**src/rtl/core/adsr_pkg.sv**
```systemverilog
package adsr_pkg;

    // configuration register width and index codes
    localparam int CFG_W     = 16;
    localparam int CFG_IDX_W = 2;

    localparam logic [CFG_IDX_W-1:0] REG_ATTACK  = 2'd0;
    localparam logic [CFG_IDX_W-1:0] REG_DECAY   = 2'd1;
    localparam logic [CFG_IDX_W-1:0] REG_SUSTAIN = 2'd2;
    localparam logic [CFG_IDX_W-1:0] REG_RELEASE = 2'd3;

    localparam logic [CFG_W-1:0] LEN_RESET = 16'd441;

    // ratio is Q16 with values up to 1.0, so 17 quotient bits
    localparam int FRAC_W = 16;
    localparam int QUO_W  = FRAC_W + 1;

    typedef struct packed {
        logic        [CFG_W-1:0] attack_len;
        logic        [CFG_W-1:0] decay_len;
        logic signed [CFG_W-1:0] sustain;
        logic        [CFG_W-1:0] release_len;
    } adsr_cfg_t;

endpackage

```
**src/rtl/core/adsr_cfg.sv**
```systemverilog
module adsr_cfg
    import adsr_pkg::*;
#(
    parameter int TIME_BITS = 16
) (
    input  logic                 aclk,
    input  logic                 aresetn,
    input  logic                 cfg_wr_en,
    input  logic [CFG_IDX_W-1:0] cfg_index,
    input  logic [CFG_W-1:0]     cfg_data,
    output adsr_cfg_t            cfg
);

    localparam int MW = (TIME_BITS < CFG_W) ? TIME_BITS : CFG_W;
    localparam logic [CFG_W-1:0] TIME_MASK = CFG_W'((17'd1 << MW) - 17'd1);

    adsr_cfg_t cfg_reg;
    adsr_cfg_t cfg_next;

    always_comb begin
        cfg_next = cfg_reg;
        if (cfg_wr_en) begin
            unique case (cfg_index)
                REG_ATTACK:  cfg_next.attack_len  = cfg_data & TIME_MASK;
                REG_DECAY:   cfg_next.decay_len   = cfg_data & TIME_MASK;
                REG_SUSTAIN: cfg_next.sustain     = cfg_data;
                REG_RELEASE: cfg_next.release_len = cfg_data & TIME_MASK;
                default:     cfg_next = cfg_reg;
            endcase
        end
    end

    always_ff @(posedge aclk) begin
        if (!aresetn) begin
            cfg_reg.attack_len  <= LEN_RESET;
            cfg_reg.decay_len   <= LEN_RESET;
            cfg_reg.sustain     <= '0;
            cfg_reg.release_len <= LEN_RESET;
        end else begin
            cfg_reg <= cfg_next;
        end
    end

    assign cfg = cfg_reg;

endmodule

```
**src/rtl/core/adsr_div.sv**
```systemverilog
module adsr_div
    import adsr_pkg::*;
(
    input  logic             aclk,
    input  logic             aresetn,
    input  logic             start,
    input  logic [CFG_W-1:0] num,
    input  logic [CFG_W-1:0] den,
    output logic             done,
    output logic [QUO_W-1:0] quot
);

    // round(num * 2^16 / den) for num <= den, one quotient bit per cycle
    localparam int DW  = CFG_W + QUO_W;
    localparam int CNW = $clog2(QUO_W);

    logic [CFG_W-1:0] rem_reg, rem_next;
    logic [QUO_W-1:0] quo_reg, quo_next;
    logic [CFG_W-1:0] den_reg, den_next;
    logic [CNW-1:0]   cnt_reg, cnt_next;
    logic             busy_reg, busy_next;
    logic             done_reg, done_next;

    logic [DW-1:0]    dividend;
    logic [CFG_W:0]   trial;
    logic             fits;

    assign dividend = {1'b0, num, {FRAC_W{1'b0}}} + DW'(den[CFG_W-1:1]);
    assign trial    = {rem_reg, quo_reg[QUO_W-1]};
    assign fits     = (trial >= {1'b0, den_reg});

    always_comb begin
        rem_next  = rem_reg;
        quo_next  = quo_reg;
        den_next  = den_reg;
        cnt_next  = cnt_reg;
        busy_next = busy_reg;
        done_next = 1'b0;
        if (start) begin
            // dividend < den * 2^17, so the high part is already below den
            rem_next  = dividend[DW-1:QUO_W];
            quo_next  = dividend[QUO_W-1:0];
            den_next  = den;
            cnt_next  = CNW'(QUO_W - 1);
            busy_next = 1'b1;
        end else if (busy_reg) begin
            rem_next = fits ? CFG_W'(trial - {1'b0, den_reg}) : trial[CFG_W-1:0];
            quo_next = {quo_reg[QUO_W-2:0], fits};
            cnt_next = cnt_reg - 1'b1;
            if (cnt_reg == '0) begin
                busy_next = 1'b0;
                done_next = 1'b1;
            end
        end
    end

    always_ff @(posedge aclk) begin
        if (!aresetn) begin
            busy_reg <= 1'b0;
            done_reg <= 1'b0;
            cnt_reg  <= '0;
        end else begin
            busy_reg <= busy_next;
            done_reg <= done_next;
            cnt_reg  <= cnt_next;
        end
        rem_reg <= rem_next;
        quo_reg <= quo_next;
        den_reg <= den_next;
    end

    assign done = done_reg;
    assign quot = quo_reg;

endmodule

```
**src/rtl/core/adsr_envelope_generator_unit.sv**
```systemverilog
// a held level (zero attack, sustain, finished or zero release) goes from accept straight to
// the output step; a curve passes load, the 17-step divider, done, square, scale and output
// a word is taken only in the idle state, so the 17-step ratio divider holds off the next
// word on a curve; the next word is taken as soon as the result sits in the output register,
// and a full output register without m_ready stalls the result in the output step
// reset: lengths 441, sustain 0, elapsed counter 0, gate released, channels empty
module adsr_envelope_generator_unit
    import adsr_pkg::*;
#(
    parameter int TIME_BITS = 16
) (
    input  logic                 aclk,
    input  logic                 aresetn,
    input  logic                 cfg_wr_en,
    input  logic [CFG_IDX_W-1:0] cfg_index,
    input  logic [CFG_W-1:0]     cfg_data,
    input  logic                 s_valid,
    output logic                 s_ready,
    input  logic                 s_gate_on,
    output logic                 m_valid,
    input  logic                 m_ready,
    output logic signed [15:0]   m_gain_level
);

    localparam int CW  = TIME_BITS + 2;
    localparam int SW  = (CW > CFG_W + 1) ? CW : CFG_W + 1;
    localparam int PW  = 2 * QUO_W;
    localparam int GW  = QUO_W + 2;

    localparam logic [2:0] ST_IDLE  = 3'd0;
    localparam logic [2:0] ST_LOAD  = 3'd1;
    localparam logic [2:0] ST_DIV   = 3'd2;
    localparam logic [2:0] ST_SQR   = 3'd3;
    localparam logic [2:0] ST_SCALE = 3'd4;
    localparam logic [2:0] ST_OUT   = 3'd5;

    localparam logic [1:0] SEG_ATTACK  = 2'd0;
    localparam logic [1:0] SEG_DECAY   = 2'd1;
    localparam logic [1:0] SEG_RELEASE = 2'd2;

    localparam logic signed [15:0] GAIN_MAX = 16'sh7FFF;
    localparam logic signed [15:0] GAIN_MIN = 16'sh8000;
    localparam logic [QUO_W-1:0]   UNITY    = QUO_W'(1) << FRAC_W;
    localparam logic [PW-1:0]      HALF     = PW'(1) << (FRAC_W - 1);

    adsr_cfg_t cfg;

    logic [2:0]          state_reg, state_next;
    logic [1:0]          seg_reg, seg_next;
    logic [CFG_W-1:0]    num_reg, num_next;
    logic [CFG_W-1:0]    den_reg, den_next;
    logic [QUO_W-1:0]    sq_reg, sq_next;
    logic signed [15:0]  result_reg, result_next;
    logic [CW-1:0]       elapsed_reg, elapsed_next;
    logic                gate_reg, gate_next;
    logic                m_valid_reg, m_valid_next;
    logic signed [15:0]  m_gain_reg, m_gain_next;

    logic                accept;
    logic                div_start;
    logic                div_done;
    logic [QUO_W-1:0]    div_quot;

    logic [SW-1:0]       t_sw, a_sw, ad_sw, r_sw;
    logic [SW-1:0]       dec_num, rel_num;
    logic                in_attack, in_decay, in_release, advance;

    logic [QUO_W-1:0]    mul_a, mul_b, scale_k;
    logic [PW-1:0]       product, rounded;
    logic signed [GW-1:0] offset, gain_wide;

    adsr_cfg #(
        .TIME_BITS (TIME_BITS)
    ) u_cfg (
        .aclk      (aclk),
        .aresetn   (aresetn),
        .cfg_wr_en (cfg_wr_en),
        .cfg_index (cfg_index),
        .cfg_data  (cfg_data),
        .cfg       (cfg)
    );

    adsr_div u_div (
        .aclk    (aclk),
        .aresetn (aresetn),
        .start   (div_start),
        .num     (num_reg),
        .den     (den_reg),
        .done    (div_done),
        .quot    (div_quot)
    );

    assign s_ready = (state_reg == ST_IDLE);
    assign accept  = s_valid && s_ready;

    // any gate edge restarts the elapsed count
    assign t_sw       = (s_gate_on != gate_reg) ? '0 : SW'(elapsed_reg);
    assign a_sw       = SW'(cfg.attack_len);
    assign ad_sw      = a_sw + SW'(cfg.decay_len);
    assign r_sw       = SW'(cfg.release_len);
    assign dec_num    = ad_sw - t_sw;
    assign rel_num    = r_sw - t_sw;
    assign in_attack  = (t_sw <= a_sw);
    assign in_decay   = (t_sw <= ad_sw);
    assign in_release = (t_sw <= r_sw);
    assign advance    = s_gate_on ? in_decay : in_release;

    // shared multiplier: ratio squared, then the squared ratio scaled to the segment span
    always_comb begin
        case (seg_reg)
            SEG_DECAY:   scale_k = QUO_W'(16'h8000) - {cfg.sustain[15], cfg.sustain};
            SEG_RELEASE: scale_k = QUO_W'(16'h8000) + {cfg.sustain[15], cfg.sustain};
            default:     scale_k = UNITY;
        endcase
        if (seg_reg == SEG_DECAY) begin
            offset = GW'(cfg.sustain);
        end else begin
            offset = GW'(GAIN_MIN);
        end
    end

    assign mul_a     = (state_reg == ST_SCALE) ? sq_reg : div_quot;
    assign mul_b     = (state_reg == ST_SCALE) ? scale_k : div_quot;
    assign product   = PW'(mul_a) * PW'(mul_b);
    assign rounded   = (product + HALF) >> FRAC_W;
    assign gain_wide = $signed({2'b00, rounded[QUO_W-1:0]}) + offset;

    always_comb begin
        state_next   = state_reg;
        seg_next     = seg_reg;
        num_next     = num_reg;
        den_next     = den_reg;
        sq_next      = sq_reg;
        result_next  = result_reg;
        elapsed_next = elapsed_reg;
        gate_next    = gate_reg;
        div_start    = 1'b0;
        m_valid_next = m_valid_reg && !m_ready;
        m_gain_next  = m_gain_reg;

        unique case (state_reg)
            ST_IDLE: begin
                if (accept) begin
                    gate_next    = s_gate_on;
                    elapsed_next = advance ? CW'(t_sw + 1'b1) : CW'(t_sw);
                    state_next   = ST_LOAD;
                    if (s_gate_on) begin
                        if (in_attack) begin
                            seg_next = SEG_ATTACK;
                            num_next = t_sw[CFG_W-1:0];
                            den_next = cfg.attack_len;
                            if (cfg.attack_len == '0) begin
                                result_next = GAIN_MAX;
                                state_next  = ST_OUT;
                            end
                        end else if (in_decay) begin
                            seg_next = SEG_DECAY;
                            num_next = dec_num[CFG_W-1:0];
                            den_next = cfg.decay_len;
                        end else begin
                            result_next = cfg.sustain;
                            state_next  = ST_OUT;
                        end
                    end else begin
                        seg_next = SEG_RELEASE;
                        num_next = rel_num[CFG_W-1:0];
                        den_next = cfg.release_len;
                        if (!in_release || (cfg.release_len == '0)) begin
                            result_next = GAIN_MIN;
                            state_next  = ST_OUT;
                        end
                    end
                end
            end
            ST_LOAD: begin
                div_start  = 1'b1;
                state_next = ST_DIV;
            end
            ST_DIV: begin
                if (div_done) begin
                    state_next = ST_SQR;
                end
            end
            ST_SQR: begin
                sq_next    = rounded[QUO_W-1:0];
                state_next = ST_SCALE;
            end
            ST_SCALE: begin
                if (gain_wide > GW'(GAIN_MAX)) begin
                    result_next = GAIN_MAX;
                end else if (gain_wide < GW'(GAIN_MIN)) begin
                    result_next = GAIN_MIN;
                end else begin
                    result_next = gain_wide[15:0];
                end
                state_next = ST_OUT;
            end
            ST_OUT: begin
                if (!m_valid_reg || m_ready) begin
                    m_valid_next = 1'b1;
                    m_gain_next  = result_reg;
                    state_next   = ST_IDLE;
                end
            end
            default: begin
                state_next = ST_IDLE;
            end
        endcase
    end

    always_ff @(posedge aclk) begin
        if (!aresetn) begin
            state_reg   <= ST_IDLE;
            elapsed_reg <= '0;
            gate_reg    <= 1'b0;
            m_valid_reg <= 1'b0;
        end else begin
            state_reg   <= state_next;
            elapsed_reg <= elapsed_next;
            gate_reg    <= gate_next;
            m_valid_reg <= m_valid_next;
        end
        seg_reg    <= seg_next;
        num_reg    <= num_next;
        den_reg    <= den_next;
        sq_reg     <= sq_next;
        result_reg <= result_next;
        m_gain_reg <= m_gain_next;
    end

    assign m_valid      = m_valid_reg;
    assign m_gain_level = m_gain_reg;

    // one word in flight: no second accept until the result is handed off
    ap_one_in_flight: assert property (@(posedge aclk) disable iff (!aresetn)
        accept |=> !s_ready)
        else $error("word accepted while busy");

    ap_div_done_state: assert property (@(posedge aclk) disable iff (!aresetn)
        div_done |-> (state_reg == ST_DIV))
        else $error("divider finished outside the divide step");

    ap_edge_restart: assert property (@(posedge aclk) disable iff (!aresetn)
        (accept && (s_gate_on != gate_reg)) |=> (elapsed_reg <= CW'(1)))
        else $error("gate edge did not restart the elapsed count");

    ap_out_wait: assert property (@(posedge aclk) disable iff (!aresetn)
        ((state_reg == ST_OUT) && m_valid_reg && !m_ready) |=> (state_reg == ST_OUT))
        else $error("result dropped while output register full");

endmodule

```
**config.mk**
```make
export PLATFORM = sky130hd
export DESIGN_NAME = adsr_envelope_generator_unit
export DESIGN_NICKNAME = d
export VERILOG_FILES = /design/src/rtl/core/adsr_pkg.sv /design/src/rtl/core/adsr_cfg.sv /design/src/rtl/core/adsr_div.sv /design/src/rtl/core/adsr_envelope_generator_unit.sv
export SDC_FILE = /design/constraint.sdc
export NUM_CORES = 1
export LEC_CHECK = 0
export BUFFER_PORTS_ARGS = -buffer_cell sky130_fd_sc_hd__buf_2
export CAP_MARGIN = 40
export CORE_MARGIN = 2
export CORE_UTILIZATION = 55
export DETAILED_ROUTE_END_ITERATION = 6
export HOLD_SLACK_MARGIN = 0.03
export PLACE_DENSITY = 0.76
export SKIP_CTS_REPAIR_TIMING = 1
export SYNTH_ARGS = -nofsm -noshare
export SYNTH_HDL_FRONTEND = slang
export SYNTH_SLANG_ARGS = --single-unit
```
**constraint.sdc**
```tcl
create_clock -name aclk -period 12.39 [get_ports aclk]
set_input_delay 1.8585 -clock aclk [delete_from_list [all_inputs] [get_ports aclk]]
set_output_delay 1.8585 -clock aclk [all_outputs]
set_load 0.02 [all_outputs]
```
==> impl_metrics.csv, run 1 <==
group,metric,value,unit
worst_setup_path,worstSetupStartpointType,"flip-flop",
die,fp.dieArea,45760,um2
outcome,outcome,"complete, no violations",
timing,setup_viol,0,
grt,grtUsageTotal,30.90,%
yosys,synth_enable_flop_cells,132,
worst_setup_path,cp.arrival,11700,ps
die,row_count,76,
placement,io_buffers,41,
detailed_routing,routed_via_density,5.997,
clocking,cts_buffers,25,
worst_setup_path,crit_type,"flip-flop to flip-flop",
placement,dp_hpwl,55.96,mm
finish,fillers,3760,
clocking,htree_levels,1,
worst_setup_path,slowest_stage,"ha_1",
die,die_x,213.9,um
yosys,synth.avg_cell_area,8.690,um2
finish,largest_register_ffs,64,
die,die_h,213.9,um
timing,timing.fmax,0.08739,GHz
worst_setup_path,cpMostUsedCell,"fa_1",
run,maxCapViolCount,0,
timing,max-slew-margin-rel,37.31,%
finish,insertedDiodeCount,0,
clocking,clkLatencyLatePin,550,ps
timing,finalCritPeriodShare,92.35,%
worst_hold_path,holdPathEnd,"m_gain_level[11]$_DFFE_PP_",
die,initial_utilization,56.02,%
detailed_routing,drt_pass1_iterations,6,
timing,skew,14.46,ps
grt,grt_max_degree,56,
timing,finalSetupTns,0,ps
clocking,numClockSinks,226,
timing,tightest_slew,938.0,ps
yosys,synthesis.nets,3288,
grt,grt_pass1_wl,112.4,mm
clocking,clock_path_buffers,3,
yosys,synth_cell_type_count,85,
detailed_routing,antenna_left,0,
detailed_routing,dr.first_iter.drc_count,2023,
worst_setup_path,r2r-start,"seg_reg[1]$_SDFFCE_PN1P_",
yosys,synth-seq-cells,226,
yosys,synth_warnings,0,
clocking,cts-root-buf,"clkbuf_16",
grt,antenna_found_initial,0,
worst_setup_path,reg2reg_depth,33,
worst_setup_path,cp-end-kind,"flip-flop",
clocking,cts_tree,"done",
yosys,synth_ff_type,"edfxtp_1",
worst_setup_path,required,12640,ps
detailed_routing,wire_per_inst,20.81,um
yosys,syn_inst,2789,
worst_setup_path,path_max_fanout,31,
clocking,path_clk_slew,70,ps
worst_hold_path,hp-class,"flip-flop to flip-flop",
detailed_routing,drc_errors,0,
timing,drv_slew,0,
timing,grt_setup_unrepaired,"no",
worst_setup_path,cpPeakStageDelay,750,ps
worst_setup_path,r2r_end,"result_reg[2]$_DFFE_PP_",
finish,area_growth,7.021,%
yosys,synthArstFlopShare,0,%
placement,routabilityCongestion,1.003,
worst_setup_path,r2r_slack,950,ps
die,io_pins,42,
grt,grt_pass1_vias,20462,
yosys,yosysSeqAreaShare,24.12,%
worst_hold_path,hp-start,"result_reg[11]$_DFFE_PP_",
timing,hold_viol_final,0,
detailed_routing,vias,20335,
yosys,netlist_area,24240,um2
grt,overflow,0,
detailed_routing,wl,70.56,mm
finish,nets,3286,
finish,drive_gt1_share,6.272,%
worst_hold_path,hold_depth,0,
timing,period_needed,11440,ps
die,coreArea,43270,um2
==> worst max-delay path: cells and delay by family (launching register included) <==
| kind | cells | cell delay, ps |
|---|---|---|
| and+or+nand+nor | 4 | 1110 |
| buffers and inverters | 3 | 580 |
| DFF | 1 | 400 |
| AOI/OAI and AO/OA | 15 | 4060 |
| xor gates and xnor gates | 2 | 410 |
| adders and majority gates | 9 | 4570 |
==> kinds of logic after synthesis <==
| kind of cell | Yosys count | share of synthesized area [%] |
|---|---|---|
| AOI/OAI and AO/OA | 497 | 13.95 |
| xor gates and xnor gates | 91 | 3.288 |
| adders and majority gates | 475 | 31.58 |
| buffers and inverters | 468 | 7.387 |
| DFF | 226 | 24.12 |
| muxes | 33 | 1.384 |
| and+or+nand+nor | 999 | 18.29 |
==> cells in the mapped netlist (8+ instances only) <==
library cell	number	area share, %
a21o_1	35	1.1
fa_1	228	19
a31oi_1	17	0.44
xor2_1	32	1.2
o21a_1	26	0.81
or2_2	16	0.41
o21ai_0	69	1.4
xnor2_1	59	2.1
nor2_1	285	4.4
edfxtp_1	132	16
nand2_1	445	6.9
clkbuf_1	87	1.3
a211oi_1	20	0.62
and2_0	10	0.26
nor3_1	33	0.68
a21oi_1	129	2.7
o31ai_1	9	0.28
inv_1	359	5.6
nor4_1	14	0.36
o21bai_1	10	0.31
ha_1	247	13
and3_1	10	0.26
a21boi_0	57	1.8
nor2b_1	26	0.67
and2_1	44	1.1
nand2b_1	15	0.39
a31o_2	8	0.29
or3_1	16	0.41
dfxtp_1	94	7.8
o211ai_1	22	0.68
buf_2	12	0.25
mux2i_1	29	1.2
a22oi_1	23	0.71
nand3_1	35	0.72
nand4_1	19	0.49
==> metal layers <==
layer | wire length [um] | GRT usage, %
met3 | 6646 | 5.013
met1 | 29940 | 43.33
met2 | 31450 | 48.51
met4 | 2519 | 11.10
met5 | 0 | 0
==> worst max-delay path by stage <==
stage,from,end,slack [ps]
after floorplan,u_cfg.cfg[16]$_SDFFE_PN0P_,result_reg[10]$_DFFE_PP_,2580
after global placement,seg_reg[0]$_SDFFCE_PP0P_,result_reg[11]$_DFFE_PP_,1400
after detailed placement,seg_reg[0]$_SDFFCE_PP0P_,result_reg[2]$_DFFE_PP_,1140
after CTS,seg_reg[0]$_SDFFCE_PP0P_,result_reg[2]$_DFFE_PP_,1040
after global routing,seg_reg[1]$_SDFFCE_PN1P_,result_reg[9]$_DFFE_PP_,300
final,seg_reg[1]$_SDFFCE_PN1P_,result_reg[2]$_DFFE_PP_,950
==> through the flow <==
stage	utilization [%]	cells	cell area [um2]	setup WS (ps)	hold WS [ps]
final	59.95	3391	25940	947.7	438.3
after global routing	59.95	3391	25940	298.0	445.8
after CTS	59.93	3390	25930	1038	437.4
after detailed placement	58.00	3344	25100	1142	407.0
after global placement	57.79	3339	25010	1399	405.5
after floorplan	-	2789	24240	2580	400.3
==> cells in the final DEF, fill, tap and decap left out, types with 8 or more instances in the layout <==
cell       netlist  final
edfxtp_1       132    132
or3_1           16     16
ha_1           247    247
nor2b_1         26     26
a22oi_1         23     23
inv_1          359    359
dfxtp_1         94     94
buf_4            1     34
a31o_2           8      8
a31oi_1         17     17
a21oi_1        129    128
xnor2_1         59     59
nand2b_1        15     15
o21ai_0         69     69
nand3_1         35     35
o211ai_1        22     22
o21bai_1        10     10
nand4_1         19     19
nor2_1         285    285
nor3_1          33     33
nand2_1        445    445
a21o_1          35     35
and2_0          10     10
buf_2           12     41
xor2_1          32     32
fa_1           228    228
nor4_1          14     14
o31ai_1          9      8
and2_1          44     44
and3_1          10     10
or2_2           16     16
clkbuf_16        0     26
a21boi_0        57     57
a211oi_1        20     20
mux2i_1         29     29
o21a_1          26     26
==> final cells by class <==
type	instances	area, um2	area share, %
Multi-Input combinational cell	2095	16630	64.12
Inverter	360	1351	5.210
Timing Repair Buffer	79	543.0	2.093
Sequential cell	226	5846	22.54
Tap cell	585	732.0	2.822
Clock buffer	27	654.4	2.523
Clock inverter	19	181.4	0.6994
Power of run 1 is not shown: default switching activity piles up to over one toggle a cycle in this logic, so the estimate is an artifact.
==> run 2, diff against run 1 <==
- PLACE_DENSITY: 0.76 -> not set
- PLACE_DENSITY_LB_ADDON: not set -> 0.1
==> impl_metrics.csv, run 2 (synthesis gave the netlist of run 1 again) <==
group,metric,value,unit
grt,antenna_found_initial,2,
placement,post_dp_cell_area,25130,um2
detailed_routing,met1_length,30.83,mm
detailed_routing,met3WireLength,5.334,mm
detailed_routing,dr.first_iter.drc_count,1537,
detailed_routing,highest_layer,"met4",
worst_setup_path,r2r_end,"result_reg[0]$_DFFE_PP_",
detailed_routing,wl,68.36,mm
grt,overflow,0,
finish,layout_common_cells,"nand2_1, inv_1, nor2_1",
die,die_h,213.9,um
clocking,cts_buffers,25,
grt,grt_pass1_wl,108.0,mm
worst_setup_path,cpPeakStageDelay,850,ps
placement,io_buffers,41,
die,coreArea,43270,um2
finish,nets,3288,
worst_setup_path,crit_type,"flip-flop to flip-flop",
worst_setup_path,cp-startpoint,"seg_reg[0]$_SDFFCE_PP0P_",
clocking,clkLatencyLatePin,530,ps
worst_setup_path,r2r-start,"seg_reg[0]$_SDFFCE_PP0P_",
finish,insertedDiodeCount,0,
finish,final_common_cell,"nand2_1",
detailed_routing,vias,19552,
timing,drv_slew,0,
worst_setup_path,required,12640,ps
detailed_routing,antenna_left,0,
clocking,clock_path_buffers,3,
finish,stdcell_count,3392,
clocking,path_clk_slew,60,ps
worst_hold_path,hold_depth,0,
finish,area_growth,7.026,%
worst_setup_path,path_max_fanout,31,
finish,largest_register_ffs,64,
run,maxCapViolCount,0,
die,fp.dieArea,45760,um2
worst_setup_path,cpMostUsedCell,"fa_1",
worst_setup_path,cp-end-kind,"flip-flop",
finish,stdcell_area,25940,um2
die,row_count,76,
timing,setup_viol,0,
detailed_routing,drc_errors,0,
timing,max-slew-margin-rel,31.65,%
timing,finalSetupTns,0,ps
timing,finalCritPeriodShare,91.03,%
placement,dp_cells,3346,
die,die_x,213.9,um
detailed_routing,routed_via_density,5.764,
finish,drive_gt1_share,6.128,%
grt,grt_pass1_vias,19380,
die,initial_utilization,56.02,%
timing,period_needed,11280,ps
clocking,cts_tree,"done",
timing,hold_viol_final,0,
detailed_routing,drt_pass1_iterations,6,
timing,skew,25.05,ps
worst_setup_path,r2r_slack,1110,ps
timing,timing.fmax,0.08866,GHz
grt,grt_max_degree,100,
placement,dp_hpwl,54.89,mm
timing,grt_setup_unrepaired,"no",
placement,routabilityCongestion,0.9630,
worst_setup_path,cp.arrival,11530,ps
worst_hold_path,holdPathEnd,"m_gain_level[12]$_DFFE_PP_",
outcome,outcome,"complete, no violations",
detailed_routing,met2_length,30.43,mm
clocking,htree_levels,1,
clocking,cts-root-buf,"clkbuf_16",
worst_setup_path,worstSetupStartpointType,"flip-flop",
grt,grtUsageTotal,29.96,%
timing,tightest_slew,1025,ps
worst_hold_path,hp-start,"result_reg[12]$_DFFE_PP_",
die,io_pins,42,
worst_setup_path,slowest_stage,"a22oi_1",
worst_hold_path,hp-class,"flip-flop to flip-flop",
clocking,numClockSinks,226,
worst_setup_path,reg2reg_depth,34,
detailed_routing,wire_per_inst,20.15,um
-- run 2: layer usage --
layer / vias to the layer above / GRT usage (%)
li1: 9266 / -
met1: 9522 / 42.93
met2: 666 / 47.00
met3: 98 / 5.254
met4: 0 / 7.949
met5: - / 0
-- run 2: critical path: cells and delay by family, from the launching register on --
family,cells,cell delay (ps)
AOI/OAI and AO/OA,15,4430
buffers and inverters,3,580
and+or+nand+nor,5,1120
adders and majority gates,9,4000
xor gates and xnor gates,2,460
DFF,1,390
-- run 2: stage by stage --
| step | utilization, % | hold WS (ps) | setup WS, ps |
|---|---|---|---|
| finish | 59.95 | 426.2 | 1111 |
| detailed placement | 58.07 | 413.0 | 1115 |
| CTS | 59.94 | 428.4 | 1055 |
| global route | 59.95 | 435.5 | 399.4 |
| floorplan | - | 400.3 | 2580 |
| global placement | 57.76 | 403.0 | 1525 |
-- run 2: cell type report --
class / count / area, um2
tap: 585 / 732.0
multi-input combinational: 2095 / 16630
clock buffer: 37 / 732.0
sequential: 226 / 5846
fill: 3847 / 17330
timing repair buffer: 81 / 573.1
clock inverter: 8 / 75.07
inverter: 360 / 1351
-- run 2: how the worst max path moves through the flow --
stage               cells after the start                       end  slack [ps]
floorplan                              40  result_reg[10]$_DFFE_PP_        2580
global placement                       34  result_reg[13]$_DFFE_PP_        1520
detailed placement                     34   result_reg[2]$_DFFE_PP_        1120
CTS                                    34   result_reg[7]$_DFFE_PP_        1060
global route                           34   result_reg[7]$_DFFE_PP_         400
finish                                 34   result_reg[0]$_DFFE_PP_        1110
Power of run 2 is left out for the same reason.
